### src/sv/tkss_pkg.sv
// Shared types, codes and key compare function for the typed key set store.
`default_nettype none
package tkss_pkg;

  localparam int TKSS_CAPACITY = 64;

  localparam logic [1:0] ACT_QUERY  = 2'd0;
  localparam logic [1:0] ACT_INSERT = 2'd1;
  localparam logic [1:0] ACT_REMOVE = 2'd2;

  localparam logic [1:0] KIND_INT   = 2'd0;
  localparam logic [1:0] KIND_FLOAT = 2'd1;
  localparam logic [1:0] KIND_POINT = 2'd2;
  localparam logic [1:0] KIND_BAD   = 2'd3;

  typedef struct packed {
    logic [1:0]  kind;
    logic [31:0] value;
    logic [31:0] col;
    logic [31:0] row;
  } key_t;

  function automatic logic float_is_nan(input logic [31:0] b);
    return (b[30:23] == 8'hFF) && (b[22:0] != 23'd0);
  endfunction

  function automatic logic key_match(input key_t stored, input key_t probe);
    logic eq;
    eq = 1'b0;
    if (stored.kind == probe.kind) begin
      case (probe.kind)
        KIND_INT: begin
          eq = (stored.value == probe.value);
        end
        KIND_FLOAT: begin
          if (float_is_nan(stored.value) || float_is_nan(probe.value)) begin
            eq = 1'b0;
          end else if ((stored.value[30:0] == 31'd0) && (probe.value[30:0] == 31'd0)) begin
            eq = 1'b1;
          end else begin
            eq = (stored.value == probe.value);
          end
        end
        KIND_POINT: begin
          eq = (stored.value == probe.value) && (stored.col == probe.col) &&
               (stored.row == probe.row);
        end
        default: begin
          eq = 1'b0;
        end
      endcase
    end
    return eq;
  endfunction

endpackage
`default_nettype wire

### src/sv/tkss_cell.sv
// One storage cell of the key chain: holds a key, compares, shifts down on removal.
`default_nettype none
module tkss_cell import tkss_pkg::*; (
  input  wire logic clk,
  input  wire logic rst_n,
  input  wire logic cmp_en,
  input  wire logic slot_valid,
  input  wire key_t cmp_key,
  input  wire logic ins_en,
  input  wire key_t ins_key,
  input  wire logic rem_en,
  input  wire key_t nbr_in,
  input  wire logic shift_in,
  output key_t      entry_out,
  output logic      shift_out,
  output logic      hit
);

  key_t entry_r;
  logic match_r;

  assign entry_out = entry_r;
  assign hit       = match_r;
  assign shift_out = shift_in | match_r;

  always_ff @(posedge clk) begin
    if (!rst_n) begin
      match_r <= 1'b0;
    end else if (cmp_en) begin
      match_r <= slot_valid && key_match(entry_r, cmp_key);
    end
  end

  always_ff @(posedge clk) begin
    if (ins_en) begin
      entry_r <= ins_key;
    end else if (rem_en && shift_out) begin
      entry_r <= nbr_in;
    end
  end

endmodule
`default_nettype wire

### config.mk
export PLATFORM = sky130hd
export DESIGN_NAME = tkss_cell
export DESIGN_NICKNAME = d
export VERILOG_FILES = /design/src/sv/tkss_pkg.sv /design/src/sv/tkss_cell.sv
export SDC_FILE = /design/constraint.sdc
export NUM_CORES = 1
export LEC_CHECK = 0
export ABC_AREA = 1
export BUFFER_PORTS_ARGS = -buffer_cell sky130_fd_sc_hd__buf_2
export CAP_MARGIN = 20
export CORE_AREA = 2 2 155 157
export CTS_CLUSTER_DIAMETER = 30
export DETAILED_ROUTE_END_ITERATION = 7
export DIE_AREA = 0 0 157 159
export GPL_ROUTABILITY_DRIVEN = 0
export HOLD_SLACK_MARGIN = 0.08
export PLACE_DENSITY_LB_ADDON = 0.08
export SYNTH_ARGS = -nofsm -noshare
export SYNTH_HDL_FRONTEND = slang
export SYNTH_SLANG_ARGS = --single-unit
### constraint.sdc
create_clock -name clk -period 5 [get_ports clk]
set_clock_uncertainty 0.05 [all_clocks]
set_input_delay 1 -clock clk [delete_from_list [all_inputs] [get_ports clk]]
set_output_delay 1 -clock clk [all_outputs]
set_load 0.02 [all_outputs]
After elaboration in Yosys (flattened, before gate mapping)
Index checks and enable logic that the tools add are counted.

Reduce and logical (&&, ||, !) cells: 14. Muxes and demuxes: 8. Bitwise operators: 1. Eq/ne operators: 8.

Operators by type and width (number): two-way mux 98 bit (2); == test 32 bit (3); logical NOT 31 bit (2); nonzero test 23 bit (2); == test 8 bit, second input constant (2); logical AND 1 bit (7); two-way mux 1 bit (5); one-hot mux 1 bit (3 select lines) (1); == test 2 x 1 -> 1 bit, second input constant (1); == test 2 bit (1); == test 2 bit, second input constant (1); logical NOT 2 bit (1); nonzero test 2 bit (1); logical OR 1 bit (1); bitwise OR 1 bit (1).

Flip-flop bits (word level): 99. Logic and storage cells: 36. Input port bits: 301. Output and inout port bits: 100.

Longest topological paths before layout
Gate-level depths: netlist of run 1.

Depth after elaboration: 9. Depth in mapped cells: 14. Depth with buffers taken out: 14.

Least setup slack after synthesis of run 1
OpenSTA, ideal clock, no wires.

Kind: input to register. Start point: in ins_en. End point: reg entry_r, in the netlist entry_out[0] (enable). Arrival time: 3.183 ns. Stages on the path: 4. Required time: 4.038 ns. Path slack: 0.856 ns. Setup time: 0.912 ns. Path buffers: 2. Cell sequence: buf_2 inv_2 clkbuf_1 nand2_1.

Word-level cells in the longest chain between the ends: 1.

Ends and longest elaborated chain: start: declaration (line tkss_cell.sv:9) `input wire logic ins_en,`; nonzero test 2 bit (no source line); end signal: assignment (line tkss_cell.sv:36) `entry_r <= ins_key;`; end signal: assignment (line tkss_cell.sv:38) `entry_r <= nbr_in;`; end: declaration (line tkss_cell.sv:19) `key_t entry_r;`.

Every way passes these cells. A chain may end at the register's enable or synchronous reset.

Final worst setup path of run 1
Start point: in shift_in. End point: out shift_out.

Word-level cells in the longest chain between the ends: 1.

Ends and longest elaborated chain: start: declaration (line tkss_cell.sv:13) `input wire logic shift_in,`; bitwise OR 1 bit (line tkss_cell.sv:24) `assign shift_out = shift_in | match_r;`; end: declaration (line tkss_cell.sv:15) `output logic shift_out,`.

Every way passes these cells.

==> impl_metrics.yaml, run 1 <==
worst_setup_path:
  crit_path_start_kind: "primary input"
  end_kind: "output pin"
  crit_path_start: "shift_in"
  worstPathRequired_ps: 3950
  path_class: "in2out"
  arrival_ps: 1520
  worstReg2RegStart: "hit"
  cp_max_fo: 2
  reg2reg_depth: 4
  regToRegEndpoint: "entry_out[33]"
  rrSetupSlack_ps: 3010
sta:
  setup_violations: 0
  drv_slew: 0
  slew_headroom_pct: 23.8
  worst_pin_slew_ps: 1140
  final-hold-violation-count: 0
  fin_tns_setup_ps: 0
  rsz0062_at_grt: "no"
  max_freq_mhz: 389
  worst_slack_ps: 2430
  fin_crit_ps: 2570
  min_period_over_period_pct: 51.5
hold_path:
  worstHoldEndpoint: "hit"
  hp-start: "hit"
  hold_depth: 2
  hold_class: "reg2reg"
floorplan:
  rows: 56
  die_area_um2: 25000
  die_w_um: 157
  die_y_um: 159
  io_pins: 401
  core_area_um2: 23200
  start_util_pct: 26.5
layout:
  register_area_um2: 2960
  final_area_um2: 8790
  nets: 1556
  area_delta_synth_final_pct: 43.1
  drive_gt1_share_pct: 33.7
  multiInputGateArea_um2: 2670
  fillCellCount: 2549
cts:
  cts.repair.resized: 0
  cts-hold-fix-buffers: 0
  htree_levels: 3
  insertion_delay_ps: 350
  cts_root_buffer: "clkbuf_16"
  cts_setup_buffers: 0
  cts_tree: "yes"
  clock_path_buffers: 2
  clk_pin_slew_ps: 70
  cts_made_buffers: 9
  clock-sinks: 99
route:
  ant_nets: 0
  vias_per_cell: 4.12
  drc: 0
  drt_iter0_drc: 241
  wl_per_cell_um: 14.7
  route.vias.total: 6511
  wl_mm: 23.3
  dr.pass1.iters: 4
synthesis:
  synth.distinct_cells: 23
  yosysMostFrequentCell: "nand2_1"
  syn_nets: 1163
  postSynthCellCount: 862
  synth_area_um2: 6140
  synth-warning-count: 0
  synth_ff_type: "edfxtp_1"
  synth-seq-cells: 99
  yosys-top-cells-count: "nand2_1, inv_1, edfxtp_1"
  synth.avg_cell_area_um2: 7.13
  yosysTopAreaCell: "edfxtp_1"
  yosysTopAreaCellShare_pct: 47.9
  synth.area.top_cells: "edfxtp_1, nand2_1, inv_1, nor2_1, xnor2_1"
  yosysSeqAreaShare_pct: 48.2
  async_flop_share_pct: 0
  synth_edf_count: 98
global_route:
  overflow: 0
  grt_pass1_wl_mm: 34.2
  grt_pass1_vias: 6380
  antenna_found_initial: 5
  grt_max_degree: 99
  grt_use_total_pct: 18.2
placement:
  placed_cell_area_um2: 8510
  port_buffers: 400
  dp_slack_ps: 2130
  dpl.hpwl_mm: 18.8
pwr:
  power.density_nw_per_um2: 276
  p_leak_nw: 4.88
  ir_worst_vdd_mv: 0.140
job:
  cap_violations: 0
run_status:
  outcome: "completed"
## flip-flops by register name (all words and copies together), names as in the netlist
register	cells
entry_out	98
hit	1
## final cells by class
cell class / instances / share of cell area (%)
well taps: 319 / 4.54
clock inverters: 3 / 0.470
multi-input cells: 626 / 30.3
diodes: 4 / 0.114
flip-flops and latches: 99 / 33.7
clock buffers: 11 / 2.65
repair buffers: 403 / 23.2
inverters: 116 / 4.97
## metrics by stage
stage / hold WS [ps] / power [mW] / utilization, % / cells
2_1_floorplan: 508 / 1.46 / - / 862
4_1_cts: 463 / 2.47 / 37.9 / 1577
5_1_grt: 496 / 2.57 / 37.9 / 1581
3_5_place_dp: 452 / 1.77 / 36.7 / 1563
3_3_place_gp: 448 / 1.77 / 36.7 / 1563
6_report: 460 / 2.43 / 37.9 / 1581
## critical path, cell delays in order
cell and delay, ps:
buf_2 90, or2_2 270, buf_2 160
## power by group
| group | switching [mW] | total [mW] | internal (mW) |
|---|---|---|---|
| combinational | 0.382 | 0.633 | 0.251 |
| clock | 0.305 | 0.687 | 0.382 |
| sequential | 0.0777 | 1.11 | 1.03 |
| total | 0.764 | 2.43 | 1.66 |
## placed cells by master, fill, tap and decap left out
cell and n:
nor4_1 4, nor3_1 6, a21oi_1 3, o211a_1 1
inv_1 115, nor2_1 70, clkinv_1 1, nand2_4 1
edfxtp_1 98, clkbuf_16 9, xor2_1 13, xnor2_1 19
buf_2 399, clkbuf_1 2, bufinv_16 1, or2_1 2
buf_4 3, clkinv_2 1, nand3_1 9, nand4_1 25
o2111ai_1 1, nand2_1 453, o21ai_0 10, nand3b_1 1
or2_2 7, buf_12 1, a21oi_2 1, clkinvlp_4 1
diode_2 4, dfxtp_1 1
## cells by family (layout without fill, tap and decap cells)
kind of cell / count (synthesis) / after routing / synth area share (%)
and+or+nand+nor: 578 / 578 / 37.2
buffers and inverters: 137 / 533 / 8.47
DFF: 99 / 99 / 48.2
xor gates and xnor gates: 32 / 32 / 4.56
AOI/OAI and AO/OA: 16 / 16 / 1.51
other: 0 / 4 / 0
## routing by layer
layer / up-vias / GRT usage (%) / share of wire (%)
met3: 25 / 4.76 / 7.6
li1: 3439 / - / -
met2: 239 / 32.8 / 50
met5: - / 0 / 0
met1: 2808 / 20.3 / 40
met4: 0 / 6.80 / 2.3
## worst max path at each step
stage / to / slack, ps
6_report: shift_out / 2430
3_5_place_dp: entry_out[60] / 2130
4_1_cts: shift_out / 2420
5_1_grt: entry_out[33] / 2400
2_1_floorplan: entry_out[0] / 860
3_3_place_gp: entry_out[23] / 2150
Note: power is estimated with default switching activity, not from simulation.
==> inputs of run 2 (changes only) <==
CORE_AREA = 2 2 158 160   (was 2 2 155 157)
DIE_AREA = 0 0 160 162   (was 0 0 157 159)
clock period = 2.25 ns   (was 5 ns; I/O delays follow)
==> run 2 against run 1 <==
Against the previous run:
- register-to-register slack got worse by 2600 ps
- setup slack got worse by 2000 ps
- flip-flop and latch count unchanged
- final cell count increased by 0.63%
- critical path type is now reg2reg
- critical endpoint is now hit
- largest cell class unchanged
==> impl_metrics.yaml, run 2 (synthesized netlist as in run 1, its figures left out) <==
run_status:
  outcome: "completed"
placement:
  dp.cells: 1570
  placed_cell_area_um2: 8580
  dpl.hpwl_mm: 18.6
  port_buffers: 400
sta:
  holdWs_ps: 290
  slew_headroom_pct: 64.5
  max_freq_mhz: 548
  rsz0062_at_grt: "no"
  min_period_over_period_pct: 81.1
  setup_violations: 0
  drv_slew: 0
  fin_crit_ps: 1820
  worst_pin_slew_ps: 528
  final-hold-violation-count: 0
  fin_tns_setup_ps: 0
hold_path:
  hold_depth: 3
  hold_class: "in2reg"
floorplan:
  die_y_um: 162
  core_area_um2: 24100
  die_w_um: 160
  io_pins: 401
  rows: 57
  die_area_um2: 25900
  start_util_pct: 25.5
cts:
  clock_path_buffers: 2
  clock-sinks: 99
  clk_pin_slew_ps: 70
  htree_levels: 3
  cts.repair.resized: 0
  cts-hold-fix-buffers: 0
  cts_made_buffers: 9
  cts_tree: "yes"
  insertion_delay_ps: 350
  cts_root_buffer: "clkbuf_16"
  cts_setup_buffers: 0
layout:
  layout_commonest_cell: "nand2_1"
  final_cells: 1591
  final_cell_mix: "nand2_1, buf_2, inv_1"
  final_area_um2: 8910
  fin_util_pct: 37.0
  drive_gt1_share_pct: 34.1
  largest_reg_flops: 98
  nets: 1558
  area_delta_synth_final_pct: 45.1
pwr:
  power.density_nw_per_um2: 626
  ir_worst_vdd_mv: 0.450
  p_leak_nw: 4.94
global_route:
  antenna_found_initial: 6
  grt_use_total_pct: 17.2
  grt_max_degree: 99
  grt_pass1_vias: 6350
  overflow: 0
  grt_pass1_wl_mm: 34.1
worst_setup_path:
  end_kind: "flop"
  path_class: "reg2reg"
  arrival_ps: 2060
  crit_path_start_kind: "flop"
  cp_max_fo: 3
  reg2reg_depth: 13
  worstPathRequired_ps: 2480
job:
  cap_violations: 0
route:
  route.vias.total: 6480
  wl_mm: 22.7
  ant_nets: 0
  vias_per_cell: 4.07
  drc: 0
  wl_per_cell_um: 14.3
  dr.pass1.iters: 4
  drt_iter0_drc: 280
[run 2: per-layer routing]
layer | track usage [%] | up-vias | wire length [µm]
li1 | - | 3448 | -
met2 | 31.6 | 250 | 11600
met5 | 0 | - | 13
met3 | 5.13 | 27 | 1820
met4 | 6.06 | 2 | 533
met1 | 18.9 | 2753 | 8780
[run 2: area by class of cell]
type / count / area [µm²]
fillers: 2685 / 15200
flip-flops and latches: 99 / 2960
multi-input cells: 626 / 2670
repair buffers: 405 / 2100
inverters: 116 / 437
well taps: 324 / 405
clock buffers: 9 / 225
clock inverters: 7 / 97.6
diodes: 5 / 12.5
[run 2: path summary, 6_finish.rpt]
check | start | end | slack [ps]
worst max-delay path | entry_out[1] | hit | 430
worst min-delay path | rst_n | hit | 290
worst max register to register | entry_out[1] | hit | 430
worst min register to register | hit | hit | 470
[run 2: where the power goes]
group	total, mW	switching [mW]	internal (mW)
logic	1.42	0.854	0.570
clock network	1.71	0.727	0.984
registers	2.45	0.163	2.28
[run 2: worst max-delay path, cell delays in order, from the launching register on]
cell and delay (ps):
edfxtp_1 400, nand2_1 120, o21ai_0 90, nor2_1 110, nand2_1 60, nor2_1 170, nand2_1 80, nor2_1 130
nand3_1 170, nand2_1 100, nand2_1 50, nand2_1 50, nand2_1 60, a21oi_2 110
[run 2: through the flow]
| stage | power [mW] | worst slack, ps |
|---|---|---|
| floorplan | 3.24 | 155 |
| global placement | 3.94 | 207 |
| detailed placement | 3.94 | 200 |
| CTS | 5.69 | 346 |
| global route | 5.93 | 150 |
| finish | 5.58 | 426 |
==> inputs of run 3 (changes only) <==
clock period = 1.6 ns   (was 2.25 ns; I/O delays follow)
==> run 3 against run 2 <==
Against the previous run:
- the flow now finishes with violations (setup timing)
- via count increased by 1.3%
- register-to-register slack got worse by 460 ps
- flip-flop and latch count unchanged
- global-route usage increased by 0.24 points
- count of clock-buffer cells in the layout unchanged
- critical path depth unchanged
- total power increased by 38%
- final cell count increased by 1.7%
- utilization increased by 0.91 points
- routed wire length increased by 1.5%
- largest cell class unchanged
==> impl_metrics.yaml, run 3 (synthesized netlist as in run 1, its figures left out) <==
route:
  vias_per_cell: 4.06
  route.vias.total: 6561
  wl_per_cell_um: 14.3
  ant_nets: 0
  dr.pass1.iters: 6
  drc: 0
  drt_iter0_drc: 289
  wl_mm: 23.1
worst_setup_path:
  slowest_stage: "edfxtp_1"
  arrival_ps: 1870
  cp_max_fo: 3
  worstPathRequired_ps: 1830
  crit_path_start_kind: "flop"
  worst_path_most_repeated_cell: "nand2_1"
  path_buf_inv: 0
  cp_slowest_stage_delay_ps: 420
  crit_family: "simple AND/OR/NAND/NOR gates"
  path_class: "reg2reg"
  rrSetupSlack_ps: -30
  end_kind: "flop"
  cp_cell_sequence: "nand2_1 > nand2_1 > nor2_1 > nand2_1 > nor2_1 > nand2_1 > nor2_1 > nand3_2 > nand2_1 > nand2_1 > nand2_1 > nand2_1 > a21oi_2"
sta:
  max_freq_mhz: 613
  holdWs_ps: 160
  worst_slack_ps: -32.5
  min_period_over_period_pct: 102
  fin_crit_ps: 1630
  final-hold-violation-count: 0
  drv_slew: 0
  slew_headroom_pct: 68.1
  rsz0062_at_grt: "yes"
  setup_violations: 1
  worst_pin_slew_ps: 479
job:
  cap_violations: 0
pwr:
  clkPwrFrac_pct: 27.9
  swShare_pct: 32.8
  p_seq_share_pct: 44.4
  p_leak_nw: 5.07
  power.density_nw_per_um2: 844
  power.internal_mw: 5.18
  combPwrFrac_pct: 27.7
  ir_worst_vdd_mv: 0.518
  p_switching_mw: 2.53
floorplan:
  die_w_um: 160
  io_pins: 401
  core_area_um2: 24100
  die_y_um: 162
  start_util_pct: 25.5
  die_area_um2: 25900
  rows: 57
cts:
  cts_root_buffer: "clkbuf_16"
  cts_tree: "yes"
  clock_path_buffers: 2
  clk_pin_slew_ps: 70
  cts-hold-fix-buffers: 0
  clock-sinks: 99
  cts_made_buffers: 9
  cts_setup_buffers: 0
  htree_levels: 3
  insertion_delay_ps: 360
run_status:
  violations: "setup timing"
  outcome: "finished with violations"
layout:
  layout_commonest_cell: "nand2_1"
  final_cells: 1618
  fillCellCount: 2661
  register_area_um2: 2960
  area_delta_synth_final_pct: 48.6
  nets: 1589
  drive_gt1_share_pct: 36.2
  multiInputGateArea_um2: 2700
  largest_reg_flops: 98
  final_cell_mix: "nand2_1, buf_2, inv_1"
placement:
  dp_slack_ps: -160
  dp.cells: 1601
  dpl.hpwl_mm: 19.2
  port_buffers: 400
global_route:
  grt_pass1_vias: 6394
  antenna_found_initial: 1
  grt_use_total_pct: 17.4
  grt_max_degree: 99
  grt_pass1_wl_mm: 34.5
  overflow: 0
hold_path:
  hold_class: "in2reg"
==> run 3: cell types whose count changed in the layout (fill, tap and decap cells not counted), moves of 2 or more <==
cell / change
nand2_2: +2
clkinv_4: +2
nor2_1: -3
nand2_1: -2
buf_4: +31
nor2_2: +3
bufinv_16: -2
diode_2: -4
==> run 3: stage by stage <==
stage	cell area [µm²]	power (mW)	utilization (%)	TNS, ps
global route	9130	8.19	37.9	-238
detailed placement	8820	5.65	36.6	-160
floorplan	6170	4.56	-	0
CTS	9120	7.85	37.8	-85.0
finish	9130	7.71	37.9	-32.5
global placement	8820	5.65	36.6	-168
==> run 3: power groups by stage <==
stage          clock network [mW]  registers [mW]  logic [mW]
5_1_grt                      2.34            3.47        2.38
2_1_floorplan                   0            3.83       0.727
4_1_cts                      2.25            3.43        2.18
3_5_place_dp                    0            3.48        2.16
6_report                     2.15            3.42        2.13
3_3_place_gp                    0            3.47        2.18
==> run 3: worst reg2reg max path, delay by kind of cell (launching register included) <==
kind               cells  cell delay, ps
and+or+nand+nor       12            1020
DFF                    1             420
AOI/OAI and AO/OA      1             100
==> run 3: layout make-up <==
class | instances | share of cell area, %
sequential | 99 | 32.4
multi-input combinational | 626 | 29.6
timing repair buffer | 436 | 25.6
inverter | 116 | 4.78
tap | 324 | 4.44
clock buffer | 9 | 2.47
clock inverter | 7 | 0.644
antenna | 1 | 0.0274
==> run 3: final timing paths <==
| kind | cells after the start | startpoint | endpoint |
|---|---|---|---|
| min reg2reg | 2 | hit | hit |
| min | 3 | rst_n | hit |
| max | 13 | entry_out[52] | hit |
| max reg2reg | 13 | entry_out[52] | hit |
==> run 3: what timing repair did <==
action | 4_1_cts | 5_1_grt
gates resized for setup | 5 | 2
setup endpoints to repair | 1 | 1
endpoints found under the hold margin | 0 | 0
pin swaps | 0 | 2
==> run 3: metal layers <==
metal / GRT usage, % / vias up / share of wire [%]
met5: 0 / - / 0.056
met2: 33.6 / 228 / 53
met1: 19.1 / 2810 / 39
met3: 4.80 / 14 / 7.3
met4: 3.56 / 2 / 1.0
li1: - / 3507 / -
